<file path="src/sv/shc_lane.sv">
module shc_lane #(
	parameter int NUM_STRIPS = 8,
	parameter int AMP_BITS   = 16,
	parameter int LANE       = 0
) (
	input  logic                                   clk,
	input  logic                                   en,
	input  logic [NUM_STRIPS-1:0]                  hit,
	input  logic [NUM_STRIPS*(AMP_BITS-1)-1:0]     amp_flat,
	output logic [$clog2(NUM_STRIPS)-1:0]          rank_s2,
	output logic [2*(AMP_BITS-1)-1:0]              wsq_s2
);
	localparam int AW = AMP_BITS - 1;
	localparam int RW = $clog2(NUM_STRIPS);
	localparam int WW = 2 * AW;

	logic [AW-1:0] mine;
	logic [AW-1:0] other;
	logic [RW-1:0] rank_d;
	logic [WW-1:0] sq_d;

	assign mine = amp_flat[LANE*AW +: AW];

	// Count the qualifying strips that rank ahead of this one.
	always_comb begin
		rank_d = '0;
		other  = '0;
		for (int j = 0; j < NUM_STRIPS; j++) begin
			other = amp_flat[j*AW +: AW];
			if (j != LANE && hit[j] && (other > mine || (other == mine && j < LANE)))
				rank_d = rank_d + RW'(1);
		end
	end

	assign sq_d = WW'(mine) * WW'(mine);

	// Rank and squared weight of this strip.
	always_ff @(posedge clk) begin
		if (en) begin
			rank_s2 <= rank_d;
			wsq_s2  <= sq_d;
		end
	end
endmodule

</file>
<file path="config.mk">
export PLATFORM = sky130hd
export DESIGN_NAME = shc_lane
export DESIGN_NICKNAME = d
export VERILOG_FILES = /design/src/sv/shc_lane.sv
export SDC_FILE = /design/constraint.sdc
export NUM_CORES = 1
export LEC_CHECK = 0
export BUFFER_PORTS_ARGS = -buffer_cell sky130_fd_sc_hd__buf_2
export CORE_AREA = 3 3 129 131
export DETAILED_ROUTE_END_ITERATION = 8
export DIE_AREA = 0 0 132 134
export GPL_ROUTABILITY_DRIVEN = 0
export PLACE_DENSITY = 0.95
export SYNTH_ARGS = -nofsm -noshare
export SYNTH_HDL_FRONTEND = slang
export SYNTH_SLANG_ARGS = --single-unit
</file>
<file path="constraint.sdc">
create_clock -name clk -period 12.4 [get_ports clk]
set_input_delay 0 -clock clk [delete_from_list [all_inputs] [get_ports clk]]
set_output_delay 0 -clock clk [all_outputs]
set_load 0.02 [all_outputs]
</file>
==> impl_metrics.toml <==
[worst_hold_path]
holdPathEnd = "wsq_s2[0]"
timing.hold.worst_path_depth = 1
min-delay-path-class = "in2reg"
hold_path_startpoint = "amp_flat[0]"

[timing]
post-route-period-util_pct = 54.8
final_report_hold_violation_count = 0
timing.final.setup_violations = 0
grt_setup_unrepaired = "false"
slew_violations = 0
setup_tns_ns = 0
timing.max_slew.rel_slack_pct = 44.7
worst-slew-pin-transition_ns = 0.824
period_minus_slack_ns = 6.79
fmax_mhz = 147

[drt]
via_count = 8648
drt_iter0_drc = 644
ant_nets = 0
route.final.wire_length_um = 27000
wl_per_cell_um = 18.5
drtPass1Iterations = 5
route.detailed.vias_per_inst = 5.94
detail_route.drc_violations = 0

[global_routing]
antenna_found_initial = 3
grt_pass1_vias = 9477
grt.overflow.total = 0
first_pass_grt_wire_length_um = 43000
pin_count_of_the_biggest_net_entering_global_routing = 33
track_usage_pct = 30.4

[clock_network]
clock_sinks = 32
cts_hold_repair.buffers = 0
cts_buffer_depth = 2
num_cts_buffers = 5
post_cts_buffers = 0
clkTransAtPathRegs_ns = 0.06
clk_root_buffer_cell = "sky130_fd_sc_hd__clkbuf_16"
post_cts_resized = 0
cts_tree = "yes"
ctsHtreeMaxLevel = 2

[yosys]
syn_inst_count = 1087
post_synth_num_cell_types = 66
synth_async_sr_flop_share_pct = 0
synth.net_count = 1559
synth_area_mm2 = 0.00994
post_synth.cell_area_avg_um2 = 9.14
ys_ff_latch = 32
synth_warn = 0
ys.flop_type = "sky130_fd_sc_hd__edfxtp_1"
number_of_enable_type_register_cells_in_the_synthesized_netlist = 32
synth_sequential_area_ratio_pct = 9.67

[die]
die_width_um = 132
chipHeight_um = 134
core_mm2 = 0.0157
core.rowCount = 46
dieArea_mm2 = 0.0177
floorplan.initialDensity_pct = 63.3
ios = 163

[worst_setup_path]
worstPathRequired_ns = 12.45
crit_path_start = "amp_flat[8]"
end_kind = "flop"
path_delay_family = "adder cells"
crit_top_cell = "sky130_fd_sc_hd__fa_1"
critical_path_cell_list = "buf_2 > clkinv_1 > nor2_1 > inv_1 > fa_1 > fa_1 > inv_1 > ha_1 > fa_1 > fa_1 > inv_1 > fa_1 > inv_1 > ha_1 > and3_1 > a2111oi_0 > o21ai_1 > a21oi_1 > o31ai_2 > a211oi_1 > o21ai_0 > xnor2_1"
crit_type = "in2reg"
cp_data_arrival_time_ns = 6.84
cp_num_buf_inv = 6
crit_path_start_kind = "primary input"
crit_fanout = 15
worst_path_largest_cell_delay_ns = 0.67
slowest_cp_cell = "sky130_fd_sc_hd__clkinv_1"

[placement]
placed_cells = 1446
portBuffers = 160
dpl.hpwl_um = 22000

[layout]
finish.net_count = 1709
final-seq-area_um2 = 961
fillers = 1053
final_cell_count_no_fill = 1457
multi_input_area_mm2 = 0.00798
fraction_of_final_layout_cells_sized_beyond_drive_strength_1_pct = 15.3
synthToLayoutAreaGrowth_pct = 11.7

[run_status]
status = "finished, final reports clean"

[run]
max_cap_viol_count = 0

[power]
design_power_total_mw = 2.94
power.density_mw_per_mm2 = 265
static-leakage-power_nw = 6.09
worst_ir_drop_vdd_uv = 287
-- flip-flops by register name, indices dropped and copies added (netlist names) --
signal / cells
rank_s2: 3
wsq_s2: 29
-- kinds of logic after synthesis --
group	count (synthesis)	synth area share, %
adders and majority gates	342	53.4
buffers and inverters	264	10.0
and+or+nand+nor	229	10.4
AOI/OAI and AO/OA	173	11.9
xor gates and xnor gates	42	4.14
DFF	32	9.67
muxes	4	0.441
other	1	0.0377
-- report_power, final --
part | switching [mW] | internal [mW] | leakage (nW) | total [mW]
logic | 1.47 | 1.05 | 5.72 | 2.51
registers | 0.0108 | 0.284 | 0.312 | 0.295
clock network | 0.0564 | 0.0748 | 0.0660 | 0.131
-- routing by layer --
layer | GRT usage [%] | share of wire (%)
met3 | 5.81 | 8.4
met1 | 33.1 | 34
met4 | 18.8 | 6.0
met5 | 0 | 0
met2 | 54.7 | 51
-- layout make-up --
type                            count  area share [%]
Timing Repair Buffer              160            7.22
Sequential cell                    32            8.66
Tap cell                          216            2.44
Clock inverter                      3           0.214
Multi-Input combinational cell    791            71.9
Antenna cell                        3          0.0676
Clock buffer                        5            1.13
Inverter                          247            8.35
-- how the worst max path moves through the flow --
stage | to | slack, ns | depth (start not counted)
after global placement | wsq_s2[24] | 5.74 | 22
after floorplan | wsq_s2[25] | 6.52 | 19
final | wsq_s2[26] | 5.61 | 22
after detailed placement | wsq_s2[26] | 5.45 | 22
after global routing | wsq_s2[26] | 5.34 | 24
after CTS | wsq_s2[26] | 5.75 | 22
-- through the flow --
step / setup slack (ns) / cell area, um2 / util, % / hold slack [ns]
final: 5.61 / 11100 / 70.6 / 0.240
after floorplan: 6.52 / 9940 / - / 0.0989
after CTS: 5.75 / 11100 / 70.6 / 0.218
after detailed placement: 5.45 / 10900 / 69.6 / 0.445
after global routing: 5.34 / 11100 / 70.6 / 0.242
after global placement: 5.74 / 10900 / 69.6 / 0.446
-- synth_stat cells (3+ instances only) --
cell type                    n  area [um2]
sky130_fd_sc_hd__nand3_1    16        80.1
sky130_fd_sc_hd__a221oi_1    4        35.0
sky130_fd_sc_hd__o21bai_1    4        30.0
sky130_fd_sc_hd__and3_1      4        25.0
sky130_fd_sc_hd__inv_1     239         897
sky130_fd_sc_hd__nand4_1    19         119
sky130_fd_sc_hd__ha_1      205        2560
sky130_fd_sc_hd__nor3_1      6        30.0
sky130_fd_sc_hd__nor2b_1     6        37.5
sky130_fd_sc_hd__nor2_1     75         282
sky130_fd_sc_hd__o41ai_1     3        26.3
sky130_fd_sc_hd__nand2_1    78         293
sky130_fd_sc_hd__nand2b_1    4        25.0
sky130_fd_sc_hd__a211oi_1    6        45.0
sky130_fd_sc_hd__edfxtp_1   32         961
sky130_fd_sc_hd__fa_1      137        2740
sky130_fd_sc_hd__a21o_1     26         195
sky130_fd_sc_hd__o21a_1     12        90.1
sky130_fd_sc_hd__xnor2_1    25         219
sky130_fd_sc_hd__a21oi_1    55         275
sky130_fd_sc_hd__clkinv_1    7        26.3
sky130_fd_sc_hd__clkbuf_1   16        60.1
sky130_fd_sc_hd__a31oi_1     3        18.8
sky130_fd_sc_hd__xor2_1     13         114
sky130_fd_sc_hd__mux2_2      3        33.8
sky130_fd_sc_hd__and2_1     13        81.3
sky130_fd_sc_hd__o21ai_0    30         150
-- cells in the final DEF (no fill, tap or decap), types with 3 or more instances in the layout --
master and n:
sky130_fd_sc_hd__o21bai_1 4, sky130_fd_sc_hd__xor2_1 13, sky130_fd_sc_hd__nand3_1 16, sky130_fd_sc_hd__clkinv_1 7, sky130_fd_sc_hd__clkbuf_16 5, sky130_fd_sc_hd__xnor2_1 25, sky130_fd_sc_hd__a211oi_1 6, sky130_fd_sc_hd__ha_1 205
sky130_fd_sc_hd__inv_1 239, sky130_fd_sc_hd__a21oi_1 55, sky130_fd_sc_hd__mux2_2 3, sky130_fd_sc_hd__o21a_1 12, sky130_fd_sc_hd__diode_2 3, sky130_fd_sc_hd__edfxtp_1 32, sky130_fd_sc_hd__nor3_1 6, sky130_fd_sc_hd__nor2_1 75
sky130_fd_sc_hd__nand2_1 78, sky130_fd_sc_hd__and3_1 4, sky130_fd_sc_hd__nand2b_1 4, sky130_fd_sc_hd__fa_1 137, sky130_fd_sc_hd__a21o_1 26, sky130_fd_sc_hd__a221oi_1 4, sky130_fd_sc_hd__and2_1 13, sky130_fd_sc_hd__o21ai_0 30
sky130_fd_sc_hd__nand4_1 19, sky130_fd_sc_hd__nor2b_1 6, sky130_fd_sc_hd__a31oi_1 3, sky130_fd_sc_hd__buf_2 160, sky130_fd_sc_hd__o41ai_1 3
Note: power is estimated with default switching activity, not from simulation.
