### src/sv/shc_pkg.sv
package shc_pkg;

	// Default build of the block.
	localparam int DEF_NUM_STRIPS = 8;
	localparam int DEF_AMP_BITS   = 16;

	// Fixed field widths.
	localparam int THR_W      = 15;
	localparam int FSP_W      = 16;
	localparam int PITCH_W    = 12;
	localparam int POS_W      = 16;
	localparam int LEAD_W     = 15;
	localparam int COUNT_W    = 4;
	localparam int CFG_IDX_W  = 8;
	localparam int CFG_DATA_W = 16;

	// Register indexes of the configuration channel.
	localparam logic [CFG_IDX_W-1:0] REG_AMP_THRESHOLD   = 8'd0;
	localparam logic [CFG_IDX_W-1:0] REG_FIRST_STRIP_POS = 8'd1;
	localparam logic [CFG_IDX_W-1:0] REG_STRIP_PITCH     = 8'd2;
	localparam logic [CFG_IDX_W-1:0] REG_EDGE_VETO_ON    = 8'd3;

	// Register values after reset.
	localparam logic [THR_W-1:0]   RST_AMP_THRESHOLD   = 15'd128;
	localparam logic [FSP_W-1:0]   RST_FIRST_STRIP_POS = 16'd3712;
	localparam logic [PITCH_W-1:0] RST_STRIP_PITCH     = 12'd128;
	localparam logic               RST_EDGE_VETO_ON    = 1'b0;

	localparam logic [POS_W-1:0]   POS_MAX   = 16'hFFFF;
	localparam logic [LEAD_W-1:0]  LEAD_MAX  = 15'h7FFF;
	localparam logic [COUNT_W-1:0] COUNT_MAX = 4'hF;

endpackage

### src/sv/shc_cog.sv
module shc_cog #(
	parameter int NUM_STRIPS = 8,
	parameter int AMP_BITS   = 16,
	parameter int LIMIT      = 2
) (
	input  logic                                          clk,
	input  logic                                          en,
	input  logic [NUM_STRIPS-1:0]                         hit,
	input  logic [NUM_STRIPS*$clog2(NUM_STRIPS)-1:0]      rank_flat,
	input  logic [NUM_STRIPS*2*(AMP_BITS-1)-1:0]          w_flat,
	input  logic [shc_pkg::PITCH_W-1:0]                   pitch,
	output logic [shc_pkg::PITCH_W+$clog2(NUM_STRIPS)-1:0] quo,
	output logic                                          nz
);
	import shc_pkg::*;

	localparam int AW = AMP_BITS - 1;
	localparam int IW = $clog2(NUM_STRIPS);
	localparam int RW = IW;
	localparam int WW = 2 * AW;
	localparam int SW = WW + IW;
	localparam int TW = WW + 2 * IW;
	localparam int DW = TW + PITCH_W;
	localparam int QW = PITCH_W + IW;
	localparam int XW = DW + QW;

	logic [SW-1:0] s_d;
	logic [TW-1:0] t_d;
	logic [SW-1:0] s_s3;
	logic [TW-1:0] t_s3;

	logic [DW-1:0] rem_s [0:QW];
	logic [SW-1:0] dvs_s [0:QW];
	logic [QW-1:0] quo_s [0:QW];

	// Weight sum and index-weighted sum over the selected strips.
	always_comb begin
		s_d = '0;
		t_d = '0;
		for (int i = 0; i < NUM_STRIPS; i++) begin
			if (hit[i] && int'(rank_flat[i*RW +: RW]) < LIMIT) begin
				s_d = s_d + SW'(w_flat[i*WW +: WW]);
				t_d = t_d + TW'(w_flat[i*WW +: WW]) * TW'(i);
			end
		end
	end

	always_ff @(posedge clk) begin
		if (en) begin
			s_s3 <= s_d;
			t_s3 <= t_d;
		end
	end

	// Scale by the pitch so that one division gives the offset directly.
	always_ff @(posedge clk) begin
		if (en) begin
			rem_s[0] <= DW'(pitch) * DW'(t_s3);
			dvs_s[0] <= s_s3;
			quo_s[0] <= '0;
		end
	end

	// Restoring division, one quotient bit per stage, high bit first.
	for (genvar k = 0; k < QW; k++) begin : g_div
		localparam int B = QW - 1 - k;
		logic [XW-1:0] sh;
		logic [XW-1:0] rx;

		assign sh = XW'(dvs_s[k]) << B;
		assign rx = XW'(rem_s[k]);

		always_ff @(posedge clk) begin
			if (en) begin
				dvs_s[k+1] <= dvs_s[k];
				if (rx >= sh) begin
					rem_s[k+1] <= DW'(rx - sh);
					quo_s[k+1] <= quo_s[k] | (QW'(1) << B);
				end else begin
					rem_s[k+1] <= rem_s[k];
					quo_s[k+1] <= quo_s[k];
				end
			end
		end
	end

	assign quo = quo_s[QW];
	assign nz  = (dvs_s[QW] != '0);
endmodule

### config.mk
export PLATFORM = sky130hd
export DESIGN_NAME = shc_cog
export DESIGN_NICKNAME = d
export VERILOG_FILES = /design/src/sv/shc_pkg.sv /design/src/sv/shc_cog.sv
export SDC_FILE = /design/constraint.sdc
export NUM_CORES = 2
export LEC_CHECK = 0
export ABC_CLOCK_PERIOD_IN_PS = 22900
export BUFFER_PORTS_ARGS = -buffer_cell sky130_fd_sc_hd__buf_2
export CAP_MARGIN = 20
export CORE_ASPECT_RATIO = 2
export CORE_MARGIN = 2
export CORE_UTILIZATION = 30
export DETAILED_ROUTE_END_ITERATION = 10
export PLACE_DENSITY = 0.46
export SYNTH_ARGS = -nofsm -noshare
export SYNTH_HDL_FRONTEND = slang
export SYNTH_SLANG_ARGS = --single-unit
### constraint.sdc
create_clock -name clk -period 22.9 [get_ports clk]
set_input_delay 5.725 -clock clk [delete_from_list [all_inputs] [get_ports clk]]
set_output_delay 5.725 -clock clk [all_outputs]
set_load 0.01 [all_outputs]
==> impl_metrics.yaml <==
yosys:
  syn-num-nets: 13900
  synth_edf_count: 1437
  seq_area_frac_synth_pct: 36.7
  ys_top_cells_by_area: "edfxtp_1, ha_1, fa_1, inv_1, nand2_1"
  synthFlopType: "edfxtp_1"
  synth-seq-cells: 1437
  synthDominantCellAreaShare_pct: 36.7
  async_flop_share_pct: 0
  yosys.area.top_type: "edfxtp_1"
  synth.distinct_cells: 94
  yosysWarnings: 0
  synth_area_um2: 118000
  syn_avg_cell_area_um2: 9.71
  post_synth_inst_count: 12100
sta:
  slew_viol_final: 0
  fin_crit_sh_pct: 88.9
  worst_pin_slew_ns: 1.30
  setup_viol: 0
  finalSetupTns_ns: 0
  max_freq_ghz: 0.0491
  slew_headroom_pct: 12.5
  fin_worst_skew_ns: 0.0999
  rsz0062_at_grt: "no"
  hold_viol: 0
  period_needed_ns: 20.37
detailed_routing:
  dr.pass1.iters: 5
  num_vias: 89100
  initialDrtViolationCount: 3776
  ant_nets: 0
  drc: 0
  drt-total-wl_mm: 398
  detail_route.wl_per_cell_um: 22.4
  avgViaCountPerCell: 5.01
floorplanning:
  die_area_um2: 397000
  die_w_um: 447
  rows: 325
  ios: 302
  fp.coreArea_um2: 391000
  die_h_um: 889
  start_util_pct: 30.1
critical_path:
  path_class: "input pin to flop"
  slowest_stage: "a2111oi_0"
  r2r_cells: 22
  endpoint_kind: "flop"
  cp_max_fo: 49
  cp.arrival_ns: 20.93
  cpMostUsedCell: "ha_1"
  critical_path.max_stage_delay_ns: 0.80
  startpoint_type: "input pin"
  worstPathRequired_ns: 23.47
layout:
  nNetsFinal: 14200
  final_core_util_pct: 33.4
  syn_to_final_growth_pct: 11.1
  drive_above_1_share_pct: 7.51
  final_cells: 17800
job:
  maxCapViolCount: 0
clock_tree:
  clock_sinks: 1437
  cts_root_buf: "clkbuf_16"
  cts_resized: 0
  cts_tree: "built"
  path_clk_slew_ns: 0.06
  holdBufCountCts: 0
  htreeDepth: 4
  cts_setup_buffers: 0
  cts_made_buffers: 168
  clk_latency_ns: 0.88
  clock_path_buffers: 4
power:
  pwr-share-comb_pct: 62.4
  power_switching_mw: 8.83
  p_leak_nw: 55.3
  power_switching_share_pct: 45.5
  pwr-share-seq_pct: 24.2
  power-per-cell-area_nw_per_um2: 149
  power_frac_clock_pct: 13.3
  intPower_mw: 10.6
  ir_drop_mv: 0.339
placement:
  hpwl_mm: 335
  place_inst: 17400
  io_buffer_count: 293
  gp_congestion: 1.00
global_routing:
  grt_max_degree: 157
  grt_pass1_vias: 93900
  track_usage_pct: 19.7
  grt-ovfl-total: 0
  grt_antenna_before_repair: 103
  grt_pass1_wl_mm: 581
status:
  status: "completed"
worst_hold_path:
  holdPathStages: 0
  hp-class: "flop to flop"
## critical path: cells and delay by family
kind / cells / cell delay (ns)
AOI/OAI and AO/OA: 28 / 7.06
adders and majority gates: 10 / 3.95
and+or+nand+nor: 20 / 3.21
buffers and inverters: 4 / 0.52
xor gates and xnor gates: 4 / 0.44
## registers in the layout (all words and copies together), names as in the netlist
name   count
quo_s    120
t_s3      36
s_s3      33
rem_s    720
dvs_s    528
## final timing paths
kind | start | to | slack (ns)
worst max-delay path | rank_flat[4] | t_s3[34]$_DFFE_PP_ | 2.53
worst min-delay path | dvs_s[1][126]$_DFFE_PP_ | dvs_s[1][159]$_DFFE_PP_ | 0.36
worst max register to register | t_s3[9]$_DFFE_PP_ | rem_s[0][46]$_DFFE_PP_ | 15.12
worst min register to register | dvs_s[1][126]$_DFFE_PP_ | dvs_s[1][159]$_DFFE_PP_ | 0.36
## final cells by class
cell class / instances / area [um2]
fillers: 40600 / 260000
multi-input cells: 9031 / 68300
flip-flops and latches: 1437 / 43200
well taps: 5232 / 6550
inverters: 1298 / 4870
clock buffers: 195 / 4350
repair buffers: 403 / 2360
clock inverters: 97 / 801
diodes: 72 / 180
## cells in the mapped netlist, types with 25 or more instances
| cell | number |
|---|---|
| edfxtp_1 | 1437 |
| inv_1 | 1298 |
| nand2_1 | 1251 |
| ha_1 | 1063 |
| a21oi_1 | 874 |
| o21ai_0 | 796 |
| nor2_1 | 686 |
| xnor2_1 | 512 |
| fa_1 | 482 |
| a21o_1 | 463 |
| xor2_1 | 345 |
| clkbuf_1 | 290 |
| and2_1 | 238 |
| nor3_1 | 176 |
| mux2_2 | 171 |
| nand2b_1 | 155 |
| o21a_1 | 144 |
| nor2b_1 | 133 |
| nand3_1 | 132 |
| nand4_1 | 121 |
| o21bai_1 | 115 |
| a31oi_1 | 103 |
| a211oi_1 | 84 |
| o31ai_1 | 83 |
| and3_1 | 80 |
| nor4_1 | 78 |
| or3_1 | 70 |
| o211ai_1 | 49 |
| a21boi_0 | 48 |
| mux2i_1 | 47 |
| or2_2 | 38 |
| a211o_1 | 27 |
| or4_1 | 27 |
| nand3b_1 | 25 |
## layout by cell type, fill, tap and decap left out, types with 104 or more instances in the layout
cell type,netlist,layout
edfxtp_1,1437,1437
inv_1,1298,1298
nand2_1,1251,1245
ha_1,1063,1063
a21oi_1,874,871
o21ai_0,796,792
nor2_1,686,686
xnor2_1,512,512
fa_1,482,482
a21o_1,463,463
xor2_1,345,345
buf_2,11,292
and2_1,238,234
nor3_1,176,176
mux2_2,171,171
clkbuf_16,0,170
nand2b_1,155,155
o21a_1,144,144
nor2b_1,133,133
nand3_1,132,132
nand4_1,121,121
o21bai_1,115,114
buf_4,15,104
## per-layer routing
metal | routed length [um] | vias to the layer above | global-route usage [%]
met1 | 108000 | 42900 | 14.4
met3 | 11600 | 1006 | 2.34
met4 | 41600 | 20 | 17.2
met5 | 130 | - | 0
li1 | - | 43400 | -
met2 | 236000 | 1696 | 42.4
## through the flow
stage	setup slack, ns	hold slack (ns)	power [mW]	instance area (um2)
finish	2.53	0.363	19.4	131000
global route	1.74	0.376	20.9	131000
CTS	2.71	0.353	19.7	130000
detailed placement	1.87	0.405	17.1	125000
global placement	2.05	0.400	17.0	125000
floorplan	4.48	0.400	13.0	118000
## power by group through the flow
stage	clock network [mW]	logic, mW	registers [mW]
2_1_floorplan	0	8.47	4.48
3_3_place_gp	0	12.2	4.77
3_5_place_dp	0	12.3	4.77
4_1_cts	2.66	12.4	4.72
5_1_grt	2.76	13.4	4.78
6_report	2.58	12.1	4.70
## cells by family (layout without fill, tap and decap cells)
group / Yosys count / in the layout / share of synthesized area [%]
AND/OR/NAND/NOR: 3306 / 3306 / 13.4
buffers and inverters: 1637 / 1993 / 5.29
XOR/XNOR: 859 / 859 / 6.41
multiplexers: 218 / 218 / 2.04
flip-flops: 1437 / 1437 / 36.7
AO/OA/AOI/OAI: 3097 / 3097 / 16.5
other: 0 / 72 / 0
adder cells (fa/ha/maj): 1551 / 1551 / 19.6
Note: power is estimated with default switching activity, not from simulation.
